==> config.mk <==
export PLATFORM = sky130hd
export DESIGN_NAME = campose_ctrl
export DESIGN_NICKNAME = d
export VERILOG_FILES = /design/src/hdl/campose_pkg.sv /design/src/hdl/campose_ctrl.sv
export SDC_FILE = /design/constraint.sdc
export NUM_CORES = 1
export LEC_CHECK = 0
export ABC_AREA = 0
export BUFFER_PORTS_ARGS = -buffer_cell sky130_fd_sc_hd__buf_2
export CAP_MARGIN = 15
export CORE_ASPECT_RATIO = 0.75
export CORE_MARGIN = 2
export CORE_UTILIZATION = 40
export CTS_CLUSTER_SIZE = 8
export DETAILED_ROUTE_END_ITERATION = 16
export PLACE_DENSITY = 0.67
export SLEW_MARGIN = 5
export SYNTH_ARGS = -nofsm -noshare
export SYNTH_HDL_FRONTEND = slang
export SYNTH_SLANG_ARGS = --single-unit
==> constraint.sdc <==
create_clock -name aclk -period 5.1 [get_ports aclk]
set_clock_uncertainty 0.1 [all_clocks]
set_input_delay 0.255 -clock aclk [delete_from_list [all_inputs] [get_ports aclk]]
set_output_delay 0.255 -clock aclk [all_outputs]
set_load 0.01 [all_outputs]
==> src/hdl/campose_pkg.sv <==
package campose_pkg;

    // Position format and iteration counts
    localparam int POS_FRAC_BITS = 16;
    localparam int CORDIC_ITERS  = 16;
    localparam int DELTA_SHIFT   = 38 - POS_FRAC_BITS;
    localparam int ITER_W        = 5;
    localparam int SQRT_STEPS    = 32;
    localparam int DIV_STEPS     = 15;

    localparam logic signed [33:0] CORDIC_GAIN = 34'sd652032874;
    localparam logic signed [34:0] PI_Q30      = 35'sd3373259426;
    localparam logic signed [34:0] HALF_PI_Q30 = 35'sd1686629713;
    localparam logic signed [18:0] ONE_Q14     = 19'sd16384;

    localparam logic signed [31:0] EYE_RST_X = 32'(64'sd10 <<< POS_FRAC_BITS);
    localparam logic signed [31:0] EYE_RST_Y = 32'(64'sd8 <<< POS_FRAC_BITS);
    localparam logic signed [31:0] EYE_RST_Z = 32'(64'sd10 <<< POS_FRAC_BITS);

    // Command codes carried in tuser
    localparam logic [1:0] CMD_MOVE  = 2'd0;
    localparam logic [1:0] CMD_PITCH = 2'd1;
    localparam logic [1:0] CMD_YAW   = 2'd2;

    // Configuration register indexes
    localparam logic [1:0] CFG_UP_X  = 2'd0;
    localparam logic [1:0] CFG_UP_Y  = 2'd1;
    localparam logic [1:0] CFG_UP_Z  = 2'd2;
    localparam logic [1:0] CFG_SPEED = 2'd3;

    // Move flag positions
    localparam logic [1:0] SHF_LEFT  = 2'd0;
    localparam logic [1:0] SHF_RIGHT = 2'd1;
    localparam logic [1:0] SHF_FWD   = 2'd2;
    localparam logic [1:0] SHF_BACK  = 2'd3;

    typedef enum logic [4:0] {
        OP_NOP,
        OP_LOAD,
        OP_VIEW,
        OP_NSCALE,
        OP_SQ,
        OP_SQEND,
        OP_SQRT_INIT,
        OP_SQRT,
        OP_DIV_INIT,
        OP_DIV,
        OP_DIV_WR,
        OP_CROSS1,
        OP_CROSS2,
        OP_SCALE,
        OP_DELTA,
        OP_SHIFT,
        OP_AXIS,
        OP_CORDIC_INIT,
        OP_CORDIC,
        OP_CS,
        OP_MA,
        OP_MB,
        OP_MC,
        OP_MD,
        OP_RM,
        OP_RE,
        OP_RW,
        OP_OUT
    } dp_op_t;

    typedef enum logic [4:0] {
        ST_IDLE,
        ST_DISPATCH,
        ST_VIEW,
        ST_NSCALE,
        ST_SQ,
        ST_SQEND,
        ST_SQRT_INIT,
        ST_SQRT,
        ST_DIV_INIT,
        ST_DIV,
        ST_DIV_WR,
        ST_CROSS1,
        ST_CROSS2,
        ST_SCALE,
        ST_DELTA,
        ST_SHIFT,
        ST_AXIS,
        ST_CORDIC_INIT,
        ST_CORDIC,
        ST_CS,
        ST_MA,
        ST_MB,
        ST_MC,
        ST_MD,
        ST_RVIEW,
        ST_RM,
        ST_RE,
        ST_RW,
        ST_OUT
    } ctl_state_t;

    // Command from controller to datapath
    typedef struct packed {
        dp_op_t     op;
        logic [1:0] row;
        logic [1:0] col;
        logic       sel;
    } dp_cmd_t;

    // Status from datapath to controller
    typedef struct packed {
        logic       iter_last;
        logic [1:0] cmd;
        logic [3:0] flags;
        logic       out_free;
    } dp_stat_t;

    // Next index modulo three
    function automatic logic [1:0] nxt3(input logic [1:0] i);
        return (i == 2'd2) ? 2'd0 : i + 2'd1;
    endfunction

    // Arctangent of 2^-i in signed Q4.30
    function automatic logic signed [34:0] atan_q30(input logic [ITER_W-1:0] i);
        logic signed [34:0] v;
        unique case (i)
            5'd0:  v = 35'sh03243F6A8;
            5'd1:  v = 35'sh01DAC6705;
            5'd2:  v = 35'sh00FADBAFC;
            5'd3:  v = 35'sh007F56EA6;
            5'd4:  v = 35'sh003FEAB76;
            5'd5:  v = 35'sh001FFD55B;
            5'd6:  v = 35'sh000FFFAAA;
            5'd7:  v = 35'sh0007FFF55;
            5'd8:  v = 35'sh0003FFFEA;
            5'd9:  v = 35'sh0001FFFFD;
            5'd10: v = 35'sh0000FFFFF;
            5'd11: v = 35'sh00007FFFF;
            5'd12: v = 35'sh00003FFFF;
            5'd13: v = 35'sh00001FFFF;
            5'd14: v = 35'sh00000FFFF;
            5'd15: v = 35'sh000007FFF;
            5'd16: v = 35'sh000003FFF;
            5'd17: v = 35'sh000001FFF;
            5'd18: v = 35'sh000000FFF;
            5'd19: v = 35'sh0000007FF;
            5'd20: v = 35'sh0000003FF;
            5'd21: v = 35'sh0000001FF;
            5'd22: v = 35'sh0000000FF;
            5'd23: v = 35'sh00000007F;
            default: v = 35'sd0;
        endcase
        return v;
    endfunction

endpackage

==> src/hdl/campose_ctrl.sv <==
module campose_ctrl
    import campose_pkg::*;
(
    input  logic     aclk,
    input  logic     aresetn,
    input  logic     s_tvalid,
    output logic     s_tready,
    input  dp_stat_t stat,
    output dp_cmd_t  cmd
);

    ctl_state_t state_reg, state_next;
    logic [1:0] row_reg, row_next;
    logic [1:0] col_reg, col_next;
    logic       sel_reg, sel_next;

    // State and index registers
    always_ff @(posedge aclk) begin
        if (!aresetn) begin
            state_reg <= ST_IDLE;
            row_reg   <= 2'd0;
            col_reg   <= 2'd0;
            sel_reg   <= 1'b0;
        end else begin
            state_reg <= state_next;
            row_reg   <= row_next;
            col_reg   <= col_next;
            sel_reg   <= sel_next;
        end
    end

    // Sequence the datapath
    always_comb begin
        state_next = state_reg;
        row_next   = row_reg;
        col_next   = col_reg;
        sel_next   = sel_reg;
        cmd.op     = OP_NOP;
        cmd.row    = row_reg;
        cmd.col    = col_reg;
        cmd.sel    = sel_reg;
        s_tready   = 1'b0;
        unique case (state_reg)
            ST_IDLE: begin
                s_tready = 1'b1;
                if (s_tvalid) begin
                    cmd.op     = OP_LOAD;
                    state_next = ST_DISPATCH;
                end
            end
            ST_DISPATCH: begin
                sel_next = 1'b0;
                col_next = 2'd0;
                row_next = 2'd0;
                if (stat.cmd == CMD_MOVE || stat.cmd == CMD_PITCH) begin
                    state_next = ST_VIEW;
                end else if (stat.cmd == CMD_YAW) begin
                    state_next = ST_AXIS;
                end else begin
                    state_next = ST_OUT;
                end
            end
            ST_VIEW: begin
                cmd.op     = OP_VIEW;
                state_next = ST_NSCALE;
            end
            ST_NSCALE: begin
                cmd.op     = OP_NSCALE;
                col_next   = 2'd0;
                state_next = ST_SQ;
            end
            ST_SQ: begin
                cmd.op = OP_SQ;
                if (col_reg == 2'd2) begin
                    state_next = ST_SQEND;
                end else begin
                    col_next = col_reg + 2'd1;
                end
            end
            ST_SQEND: begin
                cmd.op     = OP_SQEND;
                state_next = ST_SQRT_INIT;
            end
            ST_SQRT_INIT: begin
                cmd.op     = OP_SQRT_INIT;
                state_next = ST_SQRT;
            end
            ST_SQRT: begin
                cmd.op = OP_SQRT;
                if (stat.iter_last) begin
                    col_next   = 2'd0;
                    state_next = ST_DIV_INIT;
                end
            end
            ST_DIV_INIT: begin
                cmd.op     = OP_DIV_INIT;
                state_next = ST_DIV;
            end
            ST_DIV: begin
                cmd.op = OP_DIV;
                if (stat.iter_last) begin
                    state_next = ST_DIV_WR;
                end
            end
            ST_DIV_WR: begin
                cmd.op = OP_DIV_WR;
                if (col_reg == 2'd2) begin
                    col_next = 2'd0;
                    if (!sel_reg) begin
                        state_next = ST_CROSS1;
                    end else if (stat.cmd == CMD_MOVE) begin
                        sel_next   = 1'b0;
                        state_next = ST_SCALE;
                    end else begin
                        state_next = ST_AXIS;
                    end
                end else begin
                    col_next   = col_reg + 2'd1;
                    state_next = ST_DIV_INIT;
                end
            end
            ST_CROSS1: begin
                cmd.op     = OP_CROSS1;
                state_next = ST_CROSS2;
            end
            ST_CROSS2: begin
                cmd.op = OP_CROSS2;
                if (col_reg == 2'd2) begin
                    sel_next   = 1'b1;
                    state_next = ST_NSCALE;
                end else begin
                    col_next   = col_reg + 2'd1;
                    state_next = ST_CROSS1;
                end
            end
            ST_SCALE: begin
                cmd.op     = OP_SCALE;
                col_next   = 2'd0;
                state_next = ST_DELTA;
            end
            ST_DELTA: begin
                cmd.op = OP_DELTA;
                if (col_reg == 2'd2) begin
                    col_next = 2'd0;
                    if (sel_reg) begin
                        state_next = ST_SHIFT;
                    end else begin
                        sel_next = 1'b1;
                    end
                end else begin
                    col_next = col_reg + 2'd1;
                end
            end
            ST_SHIFT: begin
                // Apply each set flag in order left, right, forward, back
                if (stat.flags[col_reg]) begin
                    cmd.op = OP_SHIFT;
                end
                if (col_reg == SHF_BACK) begin
                    state_next = ST_OUT;
                end else begin
                    col_next = col_reg + 2'd1;
                end
            end
            ST_AXIS: begin
                cmd.op     = OP_AXIS;
                state_next = ST_CORDIC_INIT;
            end
            ST_CORDIC_INIT: begin
                cmd.op     = OP_CORDIC_INIT;
                state_next = ST_CORDIC;
            end
            ST_CORDIC: begin
                cmd.op = OP_CORDIC;
                if (stat.iter_last) begin
                    state_next = ST_CS;
                end
            end
            ST_CS: begin
                cmd.op     = OP_CS;
                row_next   = 2'd0;
                col_next   = 2'd0;
                state_next = ST_MA;
            end
            ST_MA: begin
                cmd.op     = OP_MA;
                state_next = ST_MB;
            end
            ST_MB: begin
                cmd.op     = OP_MB;
                state_next = ST_MC;
            end
            ST_MC: begin
                cmd.op     = OP_MC;
                state_next = ST_MD;
            end
            ST_MD: begin
                // Walk the nine matrix entries row by row
                cmd.op     = OP_MD;
                state_next = ST_MA;
                if (col_reg == 2'd2) begin
                    col_next = 2'd0;
                    if (row_reg == 2'd2) begin
                        row_next   = 2'd0;
                        state_next = ST_RVIEW;
                    end else begin
                        row_next = row_reg + 2'd1;
                    end
                end else begin
                    col_next = col_reg + 2'd1;
                end
            end
            ST_RVIEW: begin
                cmd.op     = OP_VIEW;
                state_next = ST_RM;
            end
            ST_RM: begin
                cmd.op = OP_RM;
                if (col_reg == 2'd2) begin
                    state_next = ST_RE;
                end else begin
                    col_next = col_reg + 2'd1;
                end
            end
            ST_RE: begin
                cmd.op     = OP_RE;
                state_next = ST_RW;
            end
            ST_RW: begin
                cmd.op   = OP_RW;
                col_next = 2'd0;
                if (row_reg == 2'd2) begin
                    state_next = ST_OUT;
                end else begin
                    row_next   = row_reg + 2'd1;
                    state_next = ST_RM;
                end
            end
            ST_OUT: begin
                // Hold until the output register can take the word
                if (stat.out_free) begin
                    cmd.op     = OP_OUT;
                    state_next = ST_IDLE;
                end
            end
            default: begin
                state_next = ST_IDLE;
            end
        endcase
    end

endmodule

=== Yosys cells after proc, flatten, opt, wreduce, memory -nomap -nowiden ===
Cells that the tools add are included.

* Output and inout bits: 11
* Word-level logic and storage cells: 113
* Bits in registers: 10

* Order comparisons: 1
* Multiplexer cells: 41
* Reduce and logical (&&, ||, !) cells: 16
* Equality and inequality tests: 49
* Add/subtract/negate cells: 2

{| class="wikitable"
|+ Operators by type and width
! operator !! count
|-
| 5-bit case mux with 29 select lines || 1
|-
| 5-bit case mux with 27 select lines || 1
|-
| 5-bit two-way mux || 15
|-
| 5-bit equality test, second input constant || 13
|-
| 5-bit by 4-bit equality test with 1-bit output, second input constant || 8
|-
| 2-bit inequality test, second input constant || 15
|-
| 5-bit by 3-bit equality test with 1-bit output, second input constant || 4
|-
| 4-bit two-way mux || 5
|-
| 2-bit two-way mux || 7
|-
| 5-bit by 2-bit equality test with 1-bit output, second input constant || 2
|-
| 2-bit case mux with 5 select lines || 1
|-
| 10-bit AND reduction || 1
|-
| 2-bit equality test, second input constant || 4
|-
| 1-bit two-way mux || 7
|-
| 2-bit case mux with 3 select lines || 1
|-
| 3-bit AND reduction || 2
|-
| 3-bit nonzero test || 2
|-
| 2-bit OR reduction || 3
|-
| 3-bit OR reduction || 2
|-
| 5-bit by 1-bit equality test with 1-bit output, second input constant || 1
|-
| 5-bit logical NOT || 1
|-
| 5-bit nonzero test || 1
|-
| 5-bit OR reduction || 1
|-
| 2-bit by 1-bit adder with 2-bit output, second input constant || 2
|-
| 9 further kinds || 9
|}

=== Longest topological paths before layout ===
* Word-level depth: 5
* Depth in mapped cells: 8

=== Worst setup path after synthesis ===
OpenSTA, ideal clock, no wires.

* Path type: flip-flop to flip-flop
* From: register col_reg[0]
* To: register state_reg[4]
* Data required time: 4.881 ns
* Stages on the path, launching flop included: 7
* Path buffers: 0
* Period minus slack after synthesis: 1.867 ns
* Arrival: 1.648 ns
* Library setup time: 0.119 ns
* Path slack: 3.233 ns
* Path through: dfxtp_1 inv_1 ha_1 and2_1 o311ai_4 nor3_1 o221a_1

* Longest elaborated chain between the ends: 3
* Elaborated cells between the ends (all ways): 9

{| class="wikitable"
|+ Ends and longest elaborated chain
! what !! line !! RTL
|-
| start, declared || campose_ctrl.sv:14 || <nowiki>logic [1:0] col_reg, col_next;</nowiki>
|-
| start signal, assigned || campose_ctrl.sv:27 || <nowiki>col_reg <= col_next;</nowiki>
|-
| 2-bit equality test (on tied branches) || n/a ||
|-
| 5-bit two-way mux or 2-bit inequality test (tied branches) || n/a ||
|-
| 5-bit case mux with 29 select lines or 10-bit AND reduction (tied branches) || n/a ||
|-
| end signal, assigned || campose_ctrl.sv:25 || <nowiki>state_reg <= state_next;</nowiki>
|-
| end, declared || campose_ctrl.sv:12 || <nowiki>ctl_state_t state_reg, state_next;</nowiki>
|}

Several ways; a longest one is shown, not always the timed one.
A chain may end at the register's enable or synchronous reset.

==> metrics.md <==
| Metric | Value |
|---|---|
| Routability cong. | `0.945` |
| DPL Wire Length | `2.99 mm` |
| Most used DFF post-synth | `dfxtp_1` |
| Crit-path max cell delay | `about 1.0 ns` |
| CP endpoint kind | `output port` |
| # diodes | `0` |
| Top Ports | `22` |
| # hold bufs at CTS | `0` |
| Mapped Nets | `232` |
| First-pass GRT wire length | `~7.0 mm` |
| Post-synth EDFFs | `0` |
| Largest register FFs | `5` |
| Startpoint types | `register` |
| Yosys reg bits | `10` |
| Via count | `1,624` |
| # rows | `19` |
| CP required | `about 4.7 ns` |
| Sequential-to-total area share from yosys stat | `0.125` |
| Largest net degree at the start of global routing | `roughly 40` |
| Setup violators final | `0` |
| Tightest Pin Transition | `around 1.0 ns` |
| Initial DRC count | `290` |
| Final critical-path required period | `between 2 and 3 ns` |
| Initial antenna violation count | `0` |
| Post-synth top area share | `0.125` |
| Critical path arrival | `2.18 ns` |
| Power per cell area | `478 mW/mm^2` |
| Library cells used by synthesis | `just over 70` |
| CTS buffer count | `3` |
| Routed Antenna Nets | `0` |
| Number of vias per cell | `5.91` |
| Worst-Skew Late Latency | `0.23 ns` |
| Core area | `0.00376 mm^2` |
| Largest cells by area after synthesis | `dfxtp_1 12%, ha_1 6.2%, a21oi_1 5.6%` |
| Total GRT Usage | `0.189` |
| Async set-reset flop share out of synthesis | `0` |
| Die area | `~0.0045 mm^2` |
| Post-CTS Setup Bufs | `0` |
| Drt total wl | `4.14 mm` |
| Relative slew margins | `0.300` |
| Fmax | `394 MHz` |
| Share of post-route cells with drive strength above 1 | `0.206` |
| Root buf cell | `clkbuf_8` |
| Clk slew on worst S/H paths | `0.05 ns` |
| Synthesized area | `about 0.0016 mm^2` |
| Die Wd | `77.2 um` |
| HP Class | `in -> reg` |
| Post-synth top area cell | `dfxtp_1` |
| # DRC | `0` |
| Worst path cell trace | `nand2b_1, o21bai_1, a2bb2oi_1, o22a_1, o211ai_1, buf_2` |
| CTS max path bufs | `2` |
| CTS sink count | `10` |
| CTS tree | `yes` |
| Starting Density | `0.428` |
| Unrepaired setup endpoints after global routing | `no` |
| Nets@finish | `about 240` |
| Setup tns final | `0 ns` |
| Leakage | `approximately 0.63 nW` |
| CTS resizes | `0` |
| Final hold slack | `roughly 0.24 ns` |
| Htree depth | `1` |
| Vias in the first global route | `1,357` |
| Status | `completed` |
| Dpl cell area | `0.00166 mm^2` |
| Die H | `58.9 um` |
| CP max FO | `33` |
| Overflow after GRT | `0` |
| Most common cell after layout, fill and taps aside | `buf_2` |
| Most frequent cells in the layout | `21 x buf_2, 19 x nor2_1, 18 x a21oi_1, 16 x nand2_1` |
| Syn. warnings | `0` |
| Final Cycle Share | `0.497` |
| Area Growth Syn to Fin | `7.01%` |
| Gate Count Post-Synth | `about 210` |
| Port Buffers | `21` |
| Drt pass-1 iters | `5` |
| Final hold vios | `0` |
| Max-Cap Viols | `0` |
| Design Area, Final | `0.00172 mm^2` |
| WL/cell | `about 15 um` |
| Max VDD drop | `0.230 mV` |
| Syn avg cell area | `7.54 um^2` |
| Crit-path slowest cell | `dfxtp_1` |
| WS Path Type | `reg -> out` |
| Max Slew Vio Count | `0` |
==> layout make-up <==
type | instances | area, um^2
Fill cell | 401 | 2040
Multi-Input combinational cell | 174 | 1230
Sequential cell | 10 | 200
Timing Repair Buffer | 25 | 135
Tap cell | 52 | 65.1
Clock buffer | 4 | 55.1
Inverter | 10 | 37.5
==> Yosys cell counts (3+ instances only) <==
master and count:
a32oi_1 3, dfxtp_1 10, nand2b_1 4, buf_4 8, nor2b_1 4, o211ai_1 5, buf_6 5, a21oi_1 18
nor2_1 19, o21ai_0 9, a31oi_1 3, ha_1 8, or3_1 3, nand3_1 3, buf_2 3, o21ai_1 6
nand3b_1 4, nor3_1 6, nand2_1 16, mux2i_1 5, inv_1 10
==> cell families after synthesis <==
group | after synthesis | synth area share
XOR/XNOR | 1 | 0.00545
buffers and inverters | 29 | 0.112
flip-flops | 10 | 0.125
AND/OR/NAND/NOR | 84 | 0.309
multiplexers | 7 | 0.0522
AO/OA/AOI/OAI | 74 | 0.334
adder cells (fa/ha/maj) | 8 | 0.0623
==> stage by stage <==
stage                     setup slack (ns)  total power, mW  std cells  utilization
final                                 2.56            0.821        275        0.458
after global routing                  2.38            0.891        275        0.458
after CTS                             2.59            0.816        275        0.458
after detailed placement              2.71            0.718        271        0.443
after global placement                2.76            0.715        271        0.443
after floorplan                       3.23            0.625        213            -
==> final timing paths <==
check,cells after the start,slack [ns],end,start
max,6,2.56,cmd[5],state_reg[3]$_SDFFE_PN0P_
min,2,0.24,state_reg[4]$_SDFFE_PN0P_,aresetn
max reg2reg,5,2.67,state_reg[4]$_SDFFE_PN0P_,state_reg[3]$_SDFFE_PN0P_
min reg2reg,2,0.46,row_reg[1]$_SDFFE_PN0P_,row_reg[1]$_SDFFE_PN0P_
==> routing by layer <==
layer  track usage  part of all wire  routed length [um]
met5             0                 0                   0
met4        0.0230                 0                   0
met3        0.0353             0.099                 408
met2         0.270              0.41                1710
met1         0.298              0.49                2010
==> critical path, delay by kind of cell, from the launching register on <==
| kind | cells | cell delay, ns |
|---|---|---|
| AND/OR/NAND/NOR | 1 | 0.21 |
| buffers and inverters | 1 | 0.15 |
| AO/OA/AOI/OAI | 4 | 0.59 |
| flip-flops | 1 | 1.01 |
==> where the power goes <==
| part | switching (mW) | internal [mW] | total, mW |
|---|---|---|---|
| clock | 0.0279 | 0.0676 | 0.0955 |
| sequential | 0.0271 | 0.0975 | 0.125 |
| combinational | 0.365 | 0.236 | 0.601 |
| total | 0.420 | 0.401 | 0.821 |
No activity file was read; power rests on OpenSTA's default activity.
